## src/rtl/rvr_pkg.sv

```systemverilog
`timescale 1ns / 1ps
package rvr_pkg;

  // Datapath widths. CORDIC x and y are Q30 and stay near unit magnitude.
  localparam int unsigned CxW   = 34;
  localparam int unsigned CzW   = 35;
  // Multiplier operands and products, wide enough for every term of the formula.
  localparam int unsigned MulW  = 41;
  localparam int unsigned ProdW = 48;
  localparam int unsigned MagW  = MulW - 1;
  localparam int unsigned HalfW = MagW / 2;
  localparam int unsigned QShift = 30;

  localparam logic signed [CzW-1:0] Q30Pi     = 35'sd3373259426;
  localparam logic signed [CzW-1:0] Q30HalfPi = 35'sd1686629713;
  localparam logic signed [CxW-1:0] CordicGain = 34'sd652032874;
  localparam logic signed [35:0]    Q30One    = 36'sd1073741824;

  // Arctangent of 2^-i in Q30, rounded to nearest.
  function automatic logic [29:0] atan_q30(input int unsigned idx);
    logic [29:0] r;
    case (idx)
      0:  r = 30'd843314857;
      1:  r = 30'd497837829;
      2:  r = 30'd263043837;
      3:  r = 30'd133525159;
      4:  r = 30'd67021687;
      5:  r = 30'd33543516;
      6:  r = 30'd16775851;
      7:  r = 30'd8388437;
      8:  r = 30'd4194283;
      9:  r = 30'd2097149;
      10: r = 30'd1048576;
      11: r = 30'd524288;
      12: r = 30'd262144;
      13: r = 30'd131072;
      14: r = 30'd65536;
      15: r = 30'd32768;
      16: r = 30'd16384;
      17: r = 30'd8192;
      18: r = 30'd4096;
      19: r = 30'd2048;
      20: r = 30'd1024;
      21: r = 30'd512;
      22: r = 30'd256;
      23: r = 30'd128;
      24: r = 30'd64;
      25: r = 30'd32;
      26: r = 30'd16;
      27: r = 30'd8;
      28: r = 30'd4;
      29: r = 30'd2;
      30: r = 30'd1;
      default: r = 30'd0;
    endcase
    return r;
  endfunction

endpackage

```

## src/rtl/rvr_mul.sv

```systemverilog
`timescale 1ns / 1ps
module rvr_mul (
  input  logic                            clk_i,
  input  logic                            en_i,
  input  logic signed [rvr_pkg::MulW-1:0]  a_i,
  input  logic signed [rvr_pkg::MulW-1:0]  b_i,
  output logic signed [rvr_pkg::ProdW-1:0] p_o
);
  import rvr_pkg::*;

  localparam int unsigned HiW  = MagW - HalfW;
  localparam int unsigned SumW = 2 * MagW;

  logic                neg_q, neg2_q;
  logic [MagW-1:0]     ma_q, mb_q;
  logic [HalfW+HiW-1:0] ll_q, lh_q, hl_q, hh_q;
  logic [SumW-1:0]     sum;
  logic [ProdW-1:0]    mag;
  logic signed [ProdW-1:0] p_q;

  // Stage one: sign and magnitude of both operands.
  always_ff @(posedge clk_i) begin
    if (en_i) begin
      neg_q <= a_i[MulW-1] ^ b_i[MulW-1];
      ma_q  <= a_i[MulW-1] ? MagW'(-a_i) : MagW'(a_i);
      mb_q  <= b_i[MulW-1] ? MagW'(-b_i) : MagW'(b_i);
    end
  end

  // Stage two: four partial products of the split magnitudes.
  always_ff @(posedge clk_i) begin
    if (en_i) begin
      neg2_q <= neg_q;
      ll_q <= (HalfW+HiW)'({{HiW{1'b0}}, ma_q[HalfW-1:0]} * {{HiW{1'b0}}, mb_q[HalfW-1:0]});
      lh_q <= (HalfW+HiW)'({{HiW{1'b0}}, ma_q[HalfW-1:0]} * {{HalfW{1'b0}}, mb_q[MagW-1:HalfW]});
      hl_q <= (HalfW+HiW)'({{HalfW{1'b0}}, ma_q[MagW-1:HalfW]} * {{HiW{1'b0}}, mb_q[HalfW-1:0]});
      hh_q <= (HalfW+HiW)'({{HalfW{1'b0}}, ma_q[MagW-1:HalfW]} * {{HalfW{1'b0}}, mb_q[MagW-1:HalfW]});
    end
  end

  // Stage three: sum, drop the Q30 fraction toward zero, restore the sign.
  always_comb begin
    sum = (SumW'(hh_q) << (2 * HalfW)) + (SumW'(lh_q) << HalfW)
        + (SumW'(hl_q) << HalfW) + SumW'(ll_q);
    mag = ProdW'(sum >> QShift);
  end

  always_ff @(posedge clk_i) begin
    if (en_i) begin
      p_q <= neg2_q ? -$signed(mag) : $signed(mag);
    end
  end

  assign p_o = p_q;

endmodule

```

## config.mk

```make
export PLATFORM = sky130hd
export DESIGN_NAME = rvr_mul
export DESIGN_NICKNAME = d
export VERILOG_FILES = /design/src/rtl/rvr_pkg.sv /design/src/rtl/rvr_mul.sv
export SDC_FILE = /design/constraint.sdc
export NUM_CORES = 2
export LEC_CHECK = 0
export ABC_AREA = 1
export BUFFER_PORTS_ARGS = -buffer_cell sky130_fd_sc_hd__buf_4
export CORE_MARGIN = 10
export CORE_UTILIZATION = 65
export CTS_CLUSTER_SIZE = 30
export DETAILED_ROUTE_END_ITERATION = 8
export PLACE_DENSITY = 0.88
export SLEW_MARGIN = 20
export SYNTH_ARGS = -nofsm -noshare
export SYNTH_HDL_FRONTEND = slang
export SYNTH_SLANG_ARGS = --single-unit
export TNS_END_PERCENT = 1
```

## constraint.sdc

```tcl
create_clock -name clk_i -period 8 [get_ports clk_i]
set_clock_uncertainty 0.2 [all_clocks]
set_input_delay 0 -clock clk_i [delete_from_list [all_inputs] [get_ports clk_i]]
set_output_delay 0 -clock clk_i [all_outputs]
set_load 0.01 [all_outputs]
```

==> qor.csv <==
stage,metric,value,unit
cells_and_area,layout_commonest_cell,inv_1,
logic_synthesis,syn_inst,9107,
logic_synthesis,ys_seq_elements,268,
routing,dr.pass1.iters,9,
logic_synthesis,syn_area,71300,sq um
sta,relSlewSlack,21.6,%
critical_path,ff2ff_setup_slack,280,ps
sta,fmax,0.129,GHz
sta,fin_crit,7720,ps
clocking,cts_max_level,2,
critical_path,worst_ep_required_time,8100,ps
sta,tightest_slew,1180,ps
critical_path,endpoint_kind,flip-flop,
global_routing,grt_pass1_vias,63700,
floorplan,die_x,351,um
critical_path,cp-start-kind,flip-flop,
logic_synthesis,synth.net_count,11100,
place,portBuffers,131,
sta,setup_viol,0,
routing,drt-total-wl,211,mm
floorplan,initial_core_util,65.5,%
global_routing,antenna_found_initial,6,
logic_synthesis,syn_avg_cell_area,7.83,sq um
routing,route.antenna.remaining_nets,0,
critical_path,path_common_cell,fa_1,
floorplan,pin_count,132,
floorplan,core,109000,sq um
sta,rsz0062_at_grt,no,
routing,vias,59500,
clocking,numCtsBuffers,36,
sta,hold_viol,0,
sta,min_period_over_period,96.5,%
job,maxCapViolCount,0,
sta,drv_slew,0,
logic_synthesis,postSynth.asyncResetShare,0,%
place,gp_congestion,0.994,
logic_synthesis,yosys.cell_types.count,53,
global_routing,grt_pass1_wl,337,mm
critical_path,path_cells,buf_4 > nand2_1 > inv_1 > fa_1 > inv_1 > fa_1 > fa_1 > inv_1 > fa_1 > fa_1 > fa_1 > inv_1 > fa_1 > inv_1 > ha_1 > nand2_1 > nor2_1 > inv_1 > nor3_1 > nand3_1 > o21a_1 > o21bai_1 > xor2_1,
cells_and_area,final_cell_mix,"inv_1, nand2_1, fa_1",
cells_and_area,area_growth,8.26,%
clocking,root_buffer,clkbuf_16,
cells_and_area,utilization,70.9,%
clocking,clockBufferDepth,3,
logic_synthesis,synth-seq-area-share,11.3,%
floorplan,rows,121,
logic_synthesis,yosysWarnings,0,
sta,tns,0,ps
logic_synthesis,synth_edf_count,268,
floorplan,die_y,351,um
clocking,cts_tree,done,
routing,drtIter0Drc,5380,
clocking,cts_resized,0,
global_routing,grt.overflow.total,0,
outcome,outcome,"finished, final reports clean",
critical_path,path_max_fanout,19,
critical_path,slowest_delay,1130,ps
routing,via_per_inst,5.55,
place,hpwl,170,mm
global_routing,grt_max_degree,78,
critical_path,cpMaxStageDelayCell,edfxtp_1,
critical_path,worstPathArrival,7830,ps
logic_synthesis,ys.flop_type,edfxtp_1,
global_routing,grt_usage,35.1,%
clocking,clkTransAtPathRegs,60,ps
cells_and_area,finalNetCount,11300,
cells_and_area,fillerInstances,8117,
clocking,clock_sinks,268,
hold_path,worstHoldPathType,input port to flip-flop,
cells_and_area,drive_gt1_share,5.82,%
critical_path,critical_path_class,flip-flop to flip-flop,
routing,wire_per_inst,19.7,um
routing,drc,0,
clocking,clk_latency,590,ps
floorplan,dieArea,123000,sq um
flip-flops by register name (all words and copies together) (netlist names), 20 cells and up:
| register | cells |
|---|---|
| hh_q | 38 |
| hl_q | 40 |
| lh_q | 40 |
| ll_q | 20 |
| ma_q | 40 |
| mb_q | 40 |
| p_o | 48 |
area by class of cell:
cell class / count / area [sq um] / share of cell area [%]
timing repair buffer: 459 / 4210 / 5.46
multi-input combinational: 5758 / 51700 / 67.0
sequential: 268 / 8050 / 10.4
clock buffer: 41 / 920 / 1.19
inverter: 2746 / 10300 / 13.4
clock inverter: 24 / 245 / 0.318
tap: 1414 / 1770 / 2.29
antenna: 3 / 7.51 / 0.00973
critical path, delay by kind of cell, from the launching register on:
| family | cells | cell delay, ps |
|---|---|---|
| AOI/OAI and AO/OA | 2 | 540 |
| xor gates and xnor gates | 1 | 550 |
| and+or+nand+nor | 5 | 600 |
| DFF | 1 | 1130 |
| adders and majority gates | 8 | 3660 |
| buffers and inverters | 7 | 740 |
logic make-up (layout without fill, tap and decap cells):
| logic type | Yosys count | after routing | synth area share, % |
|---|---|---|---|
| and+or+nand+nor | 3101 | 3101 | 17.6 |
| buffers and inverters | 3081 | 3270 | 16.2 |
| adders and majority gates | 1945 | 1945 | 48.0 |
| AOI/OAI and AO/OA | 455 | 455 | 3.64 |
| DFF | 268 | 268 | 11.3 |
| xor gates and xnor gates | 257 | 257 | 3.21 |
| other | 0 | 3 | 0 |
per-layer routing:
metal  vias to the layer above  share of wire [%]  GRT usage (%)
li1                      26500                  -              -
met1                     28600                 35           42.3
met2                      3638                 45           56.6
met3                       791                 14           12.6
met4                         6                5.3           15.3
met5                         -              0.020              0
final timing paths:
kind | start | end | cells after the start
max | mb_q[6]$_DFFE_PP_ | ll_q[28]$_DFFE_PP_ | 23
min | b_i[40] | mb_q[4]$_DFFE_PP_ | 3
max reg2reg | mb_q[6]$_DFFE_PP_ | ll_q[28]$_DFFE_PP_ | 23
min reg2reg | hh_q[37]$_DFFE_PP_ | p_o[47]$_DFFE_PP_ | 4
synthesized netlist by cell type (3+ instances only):
| master | number | area [sq um] |
|---|---|---|
| o21ai_1 | 14 | 70.1 |
| or2_2 | 5 | 31.3 |
| o21a_1 | 19 | 143 |
| o21bai_1 | 11 | 82.6 |
| nand3_2 | 13 | 130 |
| a221oi_1 | 3 | 26.3 |
| a21o_1 | 15 | 113 |
| nor2_1 | 287 | 1080 |
| xor2_1 | 150 | 1310 |
| nand3_1 | 110 | 551 |
| nor3_1 | 38 | 190 |
| clkbuf_1 | 317 | 1190 |
| nor2_4 | 14 | 158 |
| nand2_2 | 46 | 288 |
| a31oi_1 | 29 | 181 |
| o21ai_0 | 102 | 510 |
| nor4_1 | 16 | 100 |
| ha_1 | 628 | 7860 |
| inv_2 | 32 | 120 |
| nand4_1 | 40 | 250 |
| xnor2_1 | 102 | 893 |
| edfxtp_1 | 268 | 8050 |
| inv_1 | 2698 | 10100 |
| nand3b_1 | 22 | 165 |
| xor2_2 | 3 | 48.8 |
| clkinv_1 | 16 | 60.1 |
| fa_1 | 1317 | 26400 |
| nor2_2 | 42 | 263 |
| a21boi_0 | 7 | 52.6 |
| nor3_2 | 7 | 70.1 |
| o221ai_1 | 7 | 61.3 |
| buf_1 | 15 | 56.3 |
| o211ai_1 | 11 | 82.6 |
| and2_1 | 3 | 18.8 |
| nand2_1 | 2453 | 9210 |
| o21ai_2 | 4 | 35.0 |
| o31ai_1 | 7 | 52.6 |
| a21oi_1 | 214 | 1070 |
per-stage QoR:
step	hold slack [ps]	cell area (sq um)	instances	worst slack (ps)
finish	80.0	77200	10700	277
global route	120	77200	10700	104
CTS	36.2	77100	10700	468
detailed placement	-9.48	74400	10500	511
global placement	-9.08	74400	10500	619
floorplan	-101	71300	9107	1490
timing repair:
item	CTS	global route
hold endpoints to repair	150	0
buffers inserted	0	0
hold buffers	154	0
setup endpoints to repair	0	0
Power is not shown: default switching activity piles up to over one toggle a cycle in this logic, so the estimate is an artifact.
