**config.mk**
```make
export PLATFORM = sky130hd
export DESIGN_NAME = rvr_cordic_cell
export DESIGN_NICKNAME = d
export VERILOG_FILES = /design/src/rtl/rvr_pkg.sv /design/src/rtl/rvr_cordic_cell.sv
export SDC_FILE = /design/constraint.sdc
export NUM_CORES = 1
export LEC_CHECK = 0
export BUFFER_PORTS_ARGS = -buffer_cell sky130_fd_sc_hd__buf_2
export CAP_MARGIN = 40
export CORE_MARGIN = 2
export CORE_UTILIZATION = 50
export DETAILED_ROUTE_END_ITERATION = 8
export GPL_ROUTABILITY_DRIVEN = 0
export PLACE_DENSITY = 0.73
export SYNTH_ARGS = -nofsm -noshare
export SYNTH_HDL_FRONTEND = slang
export SYNTH_SLANG_ARGS = --single-unit
```
**constraint.sdc**
```tcl
create_clock -name clk_i -period 4.6 [get_ports clk_i]
set_input_delay 0.46 -clock clk_i [delete_from_list [all_inputs] [get_ports clk_i]]
set_output_delay 0.46 -clock clk_i [all_outputs]
set_load 0.1 [all_outputs]
```
**src/rtl/rvr_pkg.sv**
```systemverilog
`timescale 1ns / 1ps
package rvr_pkg;

  // Datapath widths. CORDIC x and y are Q30 and stay near unit magnitude.
  localparam int unsigned CxW   = 34;
  localparam int unsigned CzW   = 35;
  // Multiplier operands and products, wide enough for every term of the formula.
  localparam int unsigned MulW  = 41;
  localparam int unsigned ProdW = 48;
  localparam int unsigned MagW  = MulW - 1;
  localparam int unsigned HalfW = MagW / 2;
  localparam int unsigned QShift = 30;

  localparam logic signed [CzW-1:0] Q30Pi     = 35'sd3373259426;
  localparam logic signed [CzW-1:0] Q30HalfPi = 35'sd1686629713;
  localparam logic signed [CxW-1:0] CordicGain = 34'sd652032874;
  localparam logic signed [35:0]    Q30One    = 36'sd1073741824;

  // Arctangent of 2^-i in Q30, rounded to nearest.
  function automatic logic [29:0] atan_q30(input int unsigned idx);
    logic [29:0] r;
    case (idx)
      0:  r = 30'd843314857;
      1:  r = 30'd497837829;
      2:  r = 30'd263043837;
      3:  r = 30'd133525159;
      4:  r = 30'd67021687;
      5:  r = 30'd33543516;
      6:  r = 30'd16775851;
      7:  r = 30'd8388437;
      8:  r = 30'd4194283;
      9:  r = 30'd2097149;
      10: r = 30'd1048576;
      11: r = 30'd524288;
      12: r = 30'd262144;
      13: r = 30'd131072;
      14: r = 30'd65536;
      15: r = 30'd32768;
      16: r = 30'd16384;
      17: r = 30'd8192;
      18: r = 30'd4096;
      19: r = 30'd2048;
      20: r = 30'd1024;
      21: r = 30'd512;
      22: r = 30'd256;
      23: r = 30'd128;
      24: r = 30'd64;
      25: r = 30'd32;
      26: r = 30'd16;
      27: r = 30'd8;
      28: r = 30'd4;
      29: r = 30'd2;
      30: r = 30'd1;
      default: r = 30'd0;
    endcase
    return r;
  endfunction

endpackage

```
**src/rtl/rvr_cordic_cell.sv**
```systemverilog
`timescale 1ns / 1ps
module rvr_cordic_cell #(
  parameter int unsigned IDX = 0
) (
  input  logic                         clk_i,
  input  logic                         en_i,
  input  logic signed [rvr_pkg::CxW-1:0] x_i,
  input  logic signed [rvr_pkg::CxW-1:0] y_i,
  input  logic signed [rvr_pkg::CzW-1:0] z_i,
  output logic signed [rvr_pkg::CxW-1:0] x_o,
  output logic signed [rvr_pkg::CxW-1:0] y_o,
  output logic signed [rvr_pkg::CzW-1:0] z_o
);
  import rvr_pkg::*;

  localparam logic signed [CzW-1:0] Atan = CzW'(atan_q30(IDX));

  logic signed [CxW-1:0] x_d, y_d, x_q, y_q;
  logic signed [CzW-1:0] z_d, z_q;

  // One rotation step; the sign of the residual angle picks the direction.
  always_comb begin
    if (z_i >= 0) begin
      x_d = x_i - (y_i >>> IDX);
      y_d = y_i + (x_i >>> IDX);
      z_d = z_i - Atan;
    end else begin
      x_d = x_i + (y_i >>> IDX);
      y_d = y_i - (x_i >>> IDX);
      z_d = z_i + Atan;
    end
  end

  always_ff @(posedge clk_i) begin
    if (en_i) begin
      x_q <= x_d;
      y_q <= y_d;
      z_q <= z_d;
    end
  end

  assign x_o = x_q;
  assign y_o = y_q;
  assign z_o = z_q;

endmodule

```
==> results of run 1 <==
[Yosys cell counts, drive strengths merged (4+ instances only)]
master / n
inv: 99
nor4: 14
a311oi: 4
nor2b: 15
fa: 4
o21ai: 65
a2111oi: 7
xnor2: 81
a211oi: 16
nand3: 16
edfxtp: 102
nor2: 87
o21a: 13
o211ai: 12
a21o: 39
and3: 7
xor2: 16
a221oi: 7
a31oi: 8
ha: 132
a211o: 7
mux2i: 20
clkbuf: 19
o2111ai: 4
nand2: 44
nand2b: 16
o21bai: 34
nand4: 14
or3: 7
nor3: 22
clkinv: 4
a21oi: 140
o31ai: 11
buf: 26
a31o: 4
nor3b: 4
or2: 4
o41ai: 6
[power by group through the flow]
stage / logic [mW] / clock network (mW) / registers [mW]
floorplan: 0.874 / 0 / 2.43
global placement: 2.44 / 0 / 1.30
detailed placement: 2.46 / 0 / 1.31
CTS: 2.46 / 0.732 / 1.29
global route: 2.61 / 0.774 / 1.30
finish: 2.49 / 0.714 / 1.28
[worst max path at each step]
stage	endpoint	cells after the start	start	slack, ns
6_report	z_o[33]$_DFFE_PP_	12	z_i[34]	1.16
3_5_place_dp	z_o[30]$_DFFE_PP_	12	z_i[34]	0.83
2_1_floorplan	z_o[31]$_DFFE_PP_	13	z_i[34]	0.84
3_3_place_gp	z_o[32]$_DFFE_PP_	12	z_i[34]	0.89
4_1_cts	z_o[30]$_DFFE_PP_	12	z_i[34]	1.20
5_1_grt	z_o[33]$_DFFE_PP_	12	z_i[34]	0.94
[cells by family after synthesis]
family	share of synthesized area, %
adder cells (fa/ha/maj)	16.4
AND/OR/NAND/NOR	11.9
buffers and inverters	5.82
flip-flops	29.0
multiplexers	1.89
AO/OA/AOI/OAI	27.0
XOR/XNOR	8.03
[layer usage]
| layer | global-route usage, % | routed length [um] |
|---|---|---|
| met1 | 34.9 | 12400 |
| met2 | 42.5 | 13700 |
| met3 | 2.87 | 2360 |
| met4 | 7.90 | 804 |
| met5 | 0 | 0 |
[worst max-delay path, cell delays in order]
cell                        delay, ns
sky130_fd_sc_hd__buf_4           0.32
sky130_fd_sc_hd__inv_2           0.29
sky130_fd_sc_hd__ha_1            0.46
sky130_fd_sc_hd__o211ai_1        0.16
sky130_fd_sc_hd__nor3_1          0.27
sky130_fd_sc_hd__a211oi_2        0.14
sky130_fd_sc_hd__a211oi_1        0.45
sky130_fd_sc_hd__o2111ai_1       0.24
sky130_fd_sc_hd__a31oi_2         0.29
sky130_fd_sc_hd__a21oi_1         0.16
sky130_fd_sc_hd__o21ai_1         0.18
sky130_fd_sc_hd__xor2_1          0.09
[sequential cells by signal, summed over array words and instances, names as in the netlist]
signal and count:
z_o 35, x_o 34, y_o 33
[layout make-up]
class                      count  area (um2)  share of cell area [%]
clock inverter                 7        50.0                   0.416
tap                          275         344                    2.86
sequential                   102        3060                    25.4
multi-input combinational    923        6900                    57.3
inverter                     103         387                    3.21
clock buffer                   9         225                    1.87
timing repair buffer         210        1060                    8.84
antenna                        1        2.50                  0.0208
==> flow_metrics.env, run 1 <==
export IMPL_total_leakage_power_nw=5.35
export IMPL_unrepaired_setup_endpoints_after_global_routing="no"
export IMPL_post_place_ws_ns=0.831
export IMPL_cts_repair_resizes=0
export IMPL_seq_area_frac_synth_pct=29.0
export IMPL_via_count=9756
export IMPL_total_clock_sinks=102
export IMPL_synth_enable_flop_cells=102
export IMPL_number_of_nets_produced_by_synthesis=1414
export IMPL_clkTransAtPathRegs_ns=0.06
export IMPL_cell_rows=53
export IMPL_final_min_period_over_clock_period_pct=74.8
export IMPL_yosys_most_used_dff="sky130_fd_sc_hd__edfxtp_1"
export IMPL_timing_final_setup_violations=0
export IMPL_worstPathMaxFanout=28
export IMPL_clock_fmax_mhz=291
export IMPL_cts_root_buf="sky130_fd_sc_hd__clkbuf_16"
export IMPL_synth_distinct_cells=82
export IMPL_required_ns=4.69
export IMPL_timing_worst_slew_pin_value_ns=0.864
export IMPL_yosys_register_bits=102
export IMPL_gr_usage_all_layers_pct=25.5
export IMPL_fin_total_pwr_mw=4.48
export IMPL_worst_ep_arrival_time_ns=3.53
export IMPL_maximum_number_of_pins_on_one_net_before_global_route_repair=70
export IMPL_ys_warnings_count=0
export IMPL_timing_worst_setup_path_type="input pin to flop"
export IMPL_switching_share_pct=51.5
export IMPL_die_h_um=149
export IMPL_post_synth_inst_count=1173
export IMPL_clockPowerShare_pct=15.9
export IMPL_worst_hold_slack_ns=0.400
export IMPL_crit_path_end_kind="flop"
export IMPL_ios=208
export IMPL_layout_core_utilization_pct=57.6
export IMPL_net_switching_power_of_the_design_mw=2.31
export IMPL_drt_initial_drc_count=948
export IMPL_share_seq_of_total_power_pct=28.6
export IMPL_antenna_found_initial=0
export IMPL_place_detailed_instances=1613
export IMPL_overflow=0
export IMPL_postcts_setup_bufs=0
export IMPL_mostFrequentLayoutCell="sky130_fd_sc_hd__buf_2"
export IMPL_portBuffers=207
export IMPL_chipWidth_um=149
export IMPL_route_detailed_wl_per_inst_um=17.9
export IMPL_design_core_area_um2=20900
export IMPL_status="completed"
export IMPL_cts_inserted_buffers=9
export IMPL_finalHoldViolCount=0
export IMPL_clock_tree_buffer_depth=2
export IMPL_drc=0
export IMPL_syn_cell_area_um2=10600
export IMPL_synth_async_reset_ratio_pct=0
export IMPL_hpwlAfterDp_mm=22.9
export IMPL_critical_path_startpoint_type="input pin"
export IMPL_viasPerCell=5.99
export IMPL_synth_top_cells_by_area="sky130_fd_sc_hd__edfxtp_1, sky130_fd_sc_hd__ha_1, sky130_fd_sc_hd__xnor2_1"
export IMPL_drv_cap=0
export IMPL_cts_h_tree_depth=3
export IMPL_combPwrFrac_pct=55.5
export IMPL_num_fill_cells=1920
export IMPL_post_route_worst_setup_slack_ns=1.16
export IMPL_post_route_cells_drive_above_1_share_pct=19.9
export IMPL_dpl_instance_area_um2=11800
export IMPL_yosysTopAreaCell="sky130_fd_sc_hd__edfxtp_1"
export IMPL_cts_hold_repair_buffers=0
export IMPL_cts_tree="built"
export IMPL_setup_total_negative_slack_ns=0
export IMPL_worst_hold_path_endpoint="z_o[0]$_DFFE_PP_"
export IMPL_finalInstanceArea_um2=12000
export IMPL_power_density_nw_per_um2=373
export IMPL_ant_nets=0
export IMPL_cellInternalPower_mw=2.17
export IMPL_syn2layout_area_growth_pct=13.8
export IMPL_worst_ir_drop_vdd_v=0.000266
export IMPL_hold_path_startpoint="z_i[0]"
export IMPL_mostFrequentLayoutCells="sky130_fd_sc_hd__buf_2, sky130_fd_sc_hd__a21oi_1, sky130_fd_sc_hd__ha_1, sky130_fd_sc_hd__edfxtp_1, sky130_fd_sc_hd__inv_1"
export IMPL_grt_pass1_wl_mm=45.6
export IMPL_syn_mean_instance_area_um2=9.02
export IMPL_route_final_wire_length_mm=29.3
export IMPL_post_synth_top_area_fraction_pct=29.0
export IMPL_floorplan_die_area_um2=22300
export IMPL_finalNonFillerCells=1630
export IMPL_min_path_cells=2
export IMPL_timing_final_crit_period_ns=3.44
export IMPL_floorplan_initialDensity_pct=50.6
export IMPL_maxSlewViolCount=0
export IMPL_timing_slew_headroom_pct=42.4
export IMPL_grt_pass1_vias=8902
export IMPL_dr_pass1_iterations=5
export IMPL_fin_nets=1590
export IMPL_holdCritPathClass="input pin to flop"
Power figures use the tool's default switching activity.
==> run 2, diff against run 1 <==
--- a/config.mk
+++ b/config.mk
@@ -11,7 +11,7 @@
 export CORE_UTILIZATION = 50
 export DETAILED_ROUTE_END_ITERATION = 8
 export GPL_ROUTABILITY_DRIVEN = 0
-export PLACE_DENSITY = 0.73
+export PLACE_DENSITY = 0.76
 export SYNTH_ARGS = -nofsm -noshare
 export SYNTH_HDL_FRONTEND = slang
 export SYNTH_SLANG_ARGS = --single-unit
==> constraint.sdc (replaced) <==
create_clock -name clk_i -period 3.1 [get_ports clk_i]
set_input_delay 0.31 -clock clk_i [delete_from_list [all_inputs] [get_ports clk_i]]
set_output_delay 0.31 -clock clk_i [all_outputs]
set_load 0.1 [all_outputs]
==> flow_metrics.env, run 2 (synthesized netlist as in run 1, its figures left out) <==
export IMPL_status="completed"
export IMPL_die_h_um=149
export IMPL_place_detailed_instances=1742
export IMPL_antenna_found_initial=1
export IMPL_route_final_wire_length_mm=31.0
export IMPL_ant_nets=0
export IMPL_total_leakage_power_nw=6.00
export IMPL_cell_family_with_the_largest_share_of_critical_path_delay="compound AO/OA/AOI/OAI gates"
export IMPL_mostFrequentLayoutCell="sky130_fd_sc_hd__buf_2"
export IMPL_maximum_number_of_pins_on_one_net_before_global_route_repair=58
export IMPL_setup_total_negative_slack_ns=0
export IMPL_cell_rows=53
export IMPL_floorplan_initialDensity_pct=50.6
export IMPL_worst_ep_arrival_time_ns=3.09
export IMPL_hold_path_startpoint="z_i[0]"
export IMPL_grt_pass1_vias=9850
export IMPL_critical_path_startpoint_type="input pin"
export IMPL_cts_tree="built"
export IMPL_met2_length_mm=14.4
export IMPL_critical_path_slowest_cell="sky130_fd_sc_hd__or4_4"
export IMPL_post_place_ws_ns=-0.168
export IMPL_gr_usage_all_layers_pct=27.2
export IMPL_overflow=0
export IMPL_path_buf_inv=2
export IMPL_timing_worst_setup_path_type="input pin to flop"
export IMPL_clock_tree_buffer_depth=2
export IMPL_fin_nets=1719
export IMPL_holdCritPathClass="input pin to flop"
export IMPL_num_fill_cells=1778
export IMPL_design_core_area_um2=20900
export IMPL_met3_length_mm=2.52
export IMPL_total_clock_sinks=102
export IMPL_drt_initial_drc_count=1239
export IMPL_cts_root_buf="sky130_fd_sc_hd__clkbuf_16"
export IMPL_post_route_worst_setup_slack_ns=0.139
export IMPL_post_route_cells_drive_above_1_share_pct=26.8
export IMPL_timing_worst_slew_pin_value_ns=0.726
export IMPL_final_min_period_over_clock_period_pct=95.5
export IMPL_floorplan_die_area_um2=22300
export IMPL_maxSlewViolCount=0
export IMPL_cts_inserted_buffers=9
export IMPL_worstPathCellList="buf_2 -> inv_1 -> ha_1 -> a21oi_1 -> o32ai_1 -> a21o_1 -> or4_4 -> a31oi_4 -> o41ai_2 -> a2111oi_4 -> a21oi_2 -> xnor2_1"
export IMPL_chipWidth_um=149
export IMPL_viasPerCell=5.86
export IMPL_timing_slew_headroom_pct=51.1
export IMPL_power_density_nw_per_um2=541
export IMPL_via_count=10300
export IMPL_clkTransAtPathRegs_ns=0.07
export IMPL_drc=0
export IMPL_portBuffers=207
export IMPL_timing_final_crit_period_ns=2.96
export IMPL_syn2layout_area_growth_pct=23.6
export IMPL_min_path_cells=2
export IMPL_max_stage_delay_ns=0.51
export IMPL_required_ns=3.23
export IMPL_worst_hold_slack_ns=0.251
export IMPL_unrepaired_setup_endpoints_after_global_routing="no"
export IMPL_hpwlAfterDp_mm=25.1
export IMPL_wirelength_met1_mm=12.8
export IMPL_crit_path_end_kind="flop"
export IMPL_finalHoldViolCount=0
export IMPL_drv_cap=0
export IMPL_worstPathMaxFanout=6
export IMPL_grt_pass1_wl_mm=48.7
export IMPL_finalNonFillerCells=1760
export IMPL_largest_reg_flops=35
export IMPL_worst_ir_drop_vdd_v=0.000415
export IMPL_cts_hold_repair_buffers=0
export IMPL_worst_hold_path_endpoint="z_o[0]$_DFFE_PP_"
export IMPL_dr_pass1_iterations=9
export IMPL_mostFrequentLayoutCells="sky130_fd_sc_hd__buf_2, sky130_fd_sc_hd__a21oi_1, sky130_fd_sc_hd__ha_1, sky130_fd_sc_hd__buf_4, sky130_fd_sc_hd__edfxtp_1"
export IMPL_ios=208
export IMPL_dr_max_layer_used="met4"
export IMPL_cts_h_tree_depth=3
export IMPL_clock_fmax_mhz=338
export IMPL_timing_final_setup_violations=0
export IMPL_route_detailed_wl_per_inst_um=17.6
## run 2: cell types whose count changed in the layout (fill, tap and decap cells not counted)
cell	before	now
sky130_fd_sc_hd__a21oi_2	4	5
sky130_fd_sc_hd__a21oi_1	136	135
sky130_fd_sc_hd__clkinv_2	1	0
sky130_fd_sc_hd__inv_6	1	0
sky130_fd_sc_hd__clkinvlp_4	2	1
sky130_fd_sc_hd__buf_12	0	2
sky130_fd_sc_hd__a211oi_2	1	2
sky130_fd_sc_hd__clkinv_4	2	0
sky130_fd_sc_hd__a211oi_1	15	14
sky130_fd_sc_hd__bufinv_16	0	2
sky130_fd_sc_hd__clkbuf_1	0	3
sky130_fd_sc_hd__diode_2	1	2
sky130_fd_sc_hd__buf_4	5	132
## run 2: area by class of cell
class	instances	area, um2	share of cell area [%]
Antenna cell	2	5.00	0.0383
Clock buffer	12	236	1.81
Clock inverter	4	71.3	0.546
Inverter	103	387	2.96
Multi-Input combinational cell	923	6910	52.9
Sequential cell	102	3060	23.4
Tap cell	275	344	2.63
Timing Repair Buffer	339	2060	15.7
## run 2: report_power, final
group	total [mW]	switching, mW	internal (mW)
logic	3.94	2.92	1.03
clock network	1.22	0.513	0.707
registers	1.90	0.0665	1.84
total	7.07	3.49	3.57
## run 2: what timing repair did
item | in CTS | in global routing
endpoints found under the setup margin | 0 | 2
buffers inserted | 0 | 0
gates resized for setup | 0 | 2
## run 2: metal layers
metal	up-vias	global-route usage, %
met5	-	0
met4	0	11.8
met3	86	3.08
met2	563	44.9
met1	4740	36.1
li1	4924	-
## run 2: worst max-delay path by stage
stage	endpoint	slack, ns	cells after the start	startpoint
finish	x_o[25]$_DFFE_PP_	0.14	12	x_i[4]
global route	y_o[18]$_DFFE_PP_	0.02	13	x_i[0]
CTS	z_o[33]$_DFFE_PP_	0.17	13	z_i[34]
detailed placement	z_o[33]$_DFFE_PP_	-0.17	13	z_i[34]
global placement	z_o[33]$_DFFE_PP_	-0.11	13	z_i[34]
floorplan	z_o[31]$_DFFE_PP_	0.01	13	z_i[34]
## run 2: per-stage QoR
step / power (mW) / util, % / cell area, um2
2_1_floorplan: 4.91 / - / 10600
5_1_grt: 7.34 / 62.6 / 13100
4_1_cts: 7.05 / 62.5 / 13100
6_report: 7.07 / 62.6 / 13100
3_5_place_dp: 5.83 / 61.0 / 12800
3_3_place_gp: 5.78 / 61.0 / 12800
==> run 3, diff against run 2 <==
--- a/config.mk
+++ b/config.mk
@@ -5,13 +5,15 @@
 export SDC_FILE = /design/constraint.sdc
 export NUM_CORES = 1
 export LEC_CHECK = 0
+export ABC_AREA = 1
 export BUFFER_PORTS_ARGS = -buffer_cell sky130_fd_sc_hd__buf_2
 export CAP_MARGIN = 40
 export CORE_MARGIN = 2
 export CORE_UTILIZATION = 50
+export CTS_CLUSTER_SIZE = 30
 export DETAILED_ROUTE_END_ITERATION = 8
 export GPL_ROUTABILITY_DRIVEN = 0
-export PLACE_DENSITY = 0.76
+export PLACE_DENSITY = 0.75
 export SYNTH_ARGS = -nofsm -noshare
 export SYNTH_HDL_FRONTEND = slang
 export SYNTH_SLANG_ARGS = --single-unit
==> flow_metrics.env, run 3 <==
export IMPL_status="completed"
export IMPL_route_final_wire_length_mm=40.5
export IMPL_timing_slew_headroom_pct=45.7
export IMPL_min_path_cells=2
export IMPL_clkTransAtPathRegs_ns=0.08
export IMPL_yosys_most_used_dff="sky130_fd_sc_hd__edfxtp_1"
export IMPL_critical_path_startpoint_type="input pin"
export IMPL_final_min_period_over_clock_period_pct=77.5
export IMPL_portBuffers=207
export IMPL_synthTopCellsByCount="sky130_fd_sc_hd__nand2_1, sky130_fd_sc_hd__inv_1, sky130_fd_sc_hd__nand3_1"
export IMPL_ant_nets=0
export IMPL_ios=208
export IMPL_clock_fmax_mhz=416
export IMPL_cts_hold_repair_buffers=0
export IMPL_power_density_nw_per_um2=479
export IMPL_required_ns=3.23
export IMPL_ys_warnings_count=0
export IMPL_cts_repair_resizes=0
export IMPL_maxSlewViolCount=0
export IMPL_worst_hold_path_endpoint="z_o[1]$_DFFE_PP_"
export IMPL_syn2layout_area_growth_pct=11.6
export IMPL_number_of_nets_produced_by_synthesis=2191
export IMPL_post_route_cells_drive_above_1_share_pct=13.5
export IMPL_crit_path_end_kind="flop"
export IMPL_floorplan_die_area_um2=26700
export IMPL_grt_pass1_wl_mm=62.2
export IMPL_cts_tree="built"
export IMPL_die_h_um=163
export IMPL_drc=0
export IMPL_timing_worst_slew_pin_value_ns=0.815
export IMPL_fin_nets=2369
export IMPL_hpwlAfterDp_mm=33.1
export IMPL_antenna_found_initial=0
export IMPL_maximum_number_of_pins_on_one_net_before_global_route_repair=73
export IMPL_chipWidth_um=163
export IMPL_worst_ep_arrival_time_ns=2.54
export IMPL_hold_path_startpoint="z_i[1]"
export IMPL_design_core_area_um2=25000
export IMPL_yosysTopAreaCell="sky130_fd_sc_hd__edfxtp_1"
export IMPL_grt_pass1_vias=12700
export IMPL_cell_rows=58
export IMPL_cts_root_buf="sky130_fd_sc_hd__clkbuf_16"
export IMPL_cts_inserted_buffers=9
export IMPL_synth_enable_flop_cells=102
export IMPL_via_count=13900
export IMPL_finalHoldViolCount=0
export IMPL_drv_cap=0
export IMPL_post_synth_top_area_fraction_pct=24.1
export IMPL_timing_final_crit_period_ns=2.40
export IMPL_worst_hold_slack_ns=0.327
export IMPL_diodes=0
export IMPL_drt_initial_drc_count=1566
export IMPL_cts_h_tree_depth=3
export IMPL_route_detailed_wl_per_inst_um=16.5
export IMPL_timing_final_setup_violations=0
export IMPL_seq_area_frac_synth_pct=24.1
export IMPL_syn_mean_instance_area_um2=6.51
export IMPL_timing_worst_setup_path_type="input pin to flop"
export IMPL_setup_total_negative_slack_ns=0
export IMPL_synth_top_cells_by_area="sky130_fd_sc_hd__edfxtp_1, sky130_fd_sc_hd__nand2_1, sky130_fd_sc_hd__ha_1"
export IMPL_mostFrequentLayoutCells="sky130_fd_sc_hd__nand2_1, sky130_fd_sc_hd__inv_1, sky130_fd_sc_hd__buf_2, sky130_fd_sc_hd__nand3_1, sky130_fd_sc_hd__nor2_1"
export IMPL_unrepaired_setup_endpoints_after_global_routing="no"
export IMPL_floorplan_initialDensity_pct=50.7
export IMPL_postcts_setup_bufs=0
export IMPL_post_synth_inst_count=1950
export IMPL_dr_pass1_iterations=9
export IMPL_clock_tree_buffer_depth=2
export IMPL_worstPathMaxFanout=20
export IMPL_holdCritPathClass="input pin to flop"
export IMPL_yosys_register_bits=102
export IMPL_viasPerCell=5.66
export IMPL_mostFrequentLayoutCell="sky130_fd_sc_hd__nand2_1"
export IMPL_synth_async_reset_ratio_pct=0
export IMPL_worst_ir_drop_vdd_v=0.000374
export IMPL_syn_cell_area_um2=12700
export IMPL_total_clock_sinks=102
export IMPL_gr_usage_all_layers_pct=29.5
export IMPL_overflow=0
export IMPL_total_leakage_power_nw=7.35
export IMPL_synth_most_common_cell="sky130_fd_sc_hd__nand2_1"
export IMPL_synth_distinct_cells=49
export IMPL_largest_reg_flops=35
## run 3: cell type report
class	count	area (um2)
timing repair buffer	213	1100
fill	2480	10900
tap	330	413
sequential	102	3060
multi-input combinational	1505	8180
inverter	297	1120
clock buffer	10	229
clock inverter	6	56.3
## run 3: per-layer routing
metal  vias up  global-route usage (%)  wire, um
li1       6696                       -         -
met1      6290                    38.6     16500
met2       806                    49.5     18200
met3       138                    2.56      3810
met4         0                    13.9      2020
met5         -                       0         0
## run 3: cells by family after synthesis
kind of cell | Yosys count | share of synthesized area, %
AOI/OAI and AO/OA | 324 | 14.1
xor gates and xnor gates | 46 | 3.17
adders and majority gates | 136 | 13.6
buffers and inverters | 343 | 11.4
DFF | 102 | 24.1
muxes | 1 | 0.0789
and+or+nand+nor | 998 | 33.5
## run 3: power by group
group	internal, mW	switching [mW]
Sequential	1.79	0.0613
Clock	0.564	0.615
Combinational	0.789	2.96
Total	3.14	3.63
## run 3: critical path, cell delays in order
cell and delay, ns:
sky130_fd_sc_hd__buf_2 0.34, sky130_fd_sc_hd__inv_2 0.28, sky130_fd_sc_hd__ha_1 0.45, sky130_fd_sc_hd__nand2_1 0.13, sky130_fd_sc_hd__o21ai_0 0.29, sky130_fd_sc_hd__nor2_1 0.15, sky130_fd_sc_hd__o21ai_2 0.26, sky130_fd_sc_hd__nand4_1 0.16
sky130_fd_sc_hd__nand3_1 0.10, sky130_fd_sc_hd__nand2_1 0.06
## run 3: worst max-delay path by stage
| stage | startpoint | end | slack [ns] | cells after the start |
|---|---|---|---|---|
| floorplan | z_i[34] | z_o[32]$_DFFE_PP_ | 0.71 | 12 |
| global placement | y_i[0] | y_o[24]$_DFFE_PP_ | 0.44 | 14 |
| detailed placement | z_i[34] | z_o[29]$_DFFE_PP_ | 0.36 | 10 |
| CTS | z_i[34] | z_o[29]$_DFFE_PP_ | 0.75 | 10 |
| global route | z_i[34] | z_o[29]$_DFFE_PP_ | 0.50 | 10 |
| finish | z_i[34] | z_o[29]$_DFFE_PP_ | 0.70 | 10 |
## run 3: stage by stage
step                      setup slack (ns)  total power, mW  area, um2  utilization [%]  instances
after floorplan                      0.706             4.81      12700                -       1950
after global placement               0.440             5.53      13900             55.4       2447
after detailed placement             0.357             5.56      13900             55.4       2447
after CTS                            0.746             6.73      14200             56.5       2463
after global routing                 0.497             7.08      14200             56.5       2463
final                                0.696             6.78      14200             56.5       2463
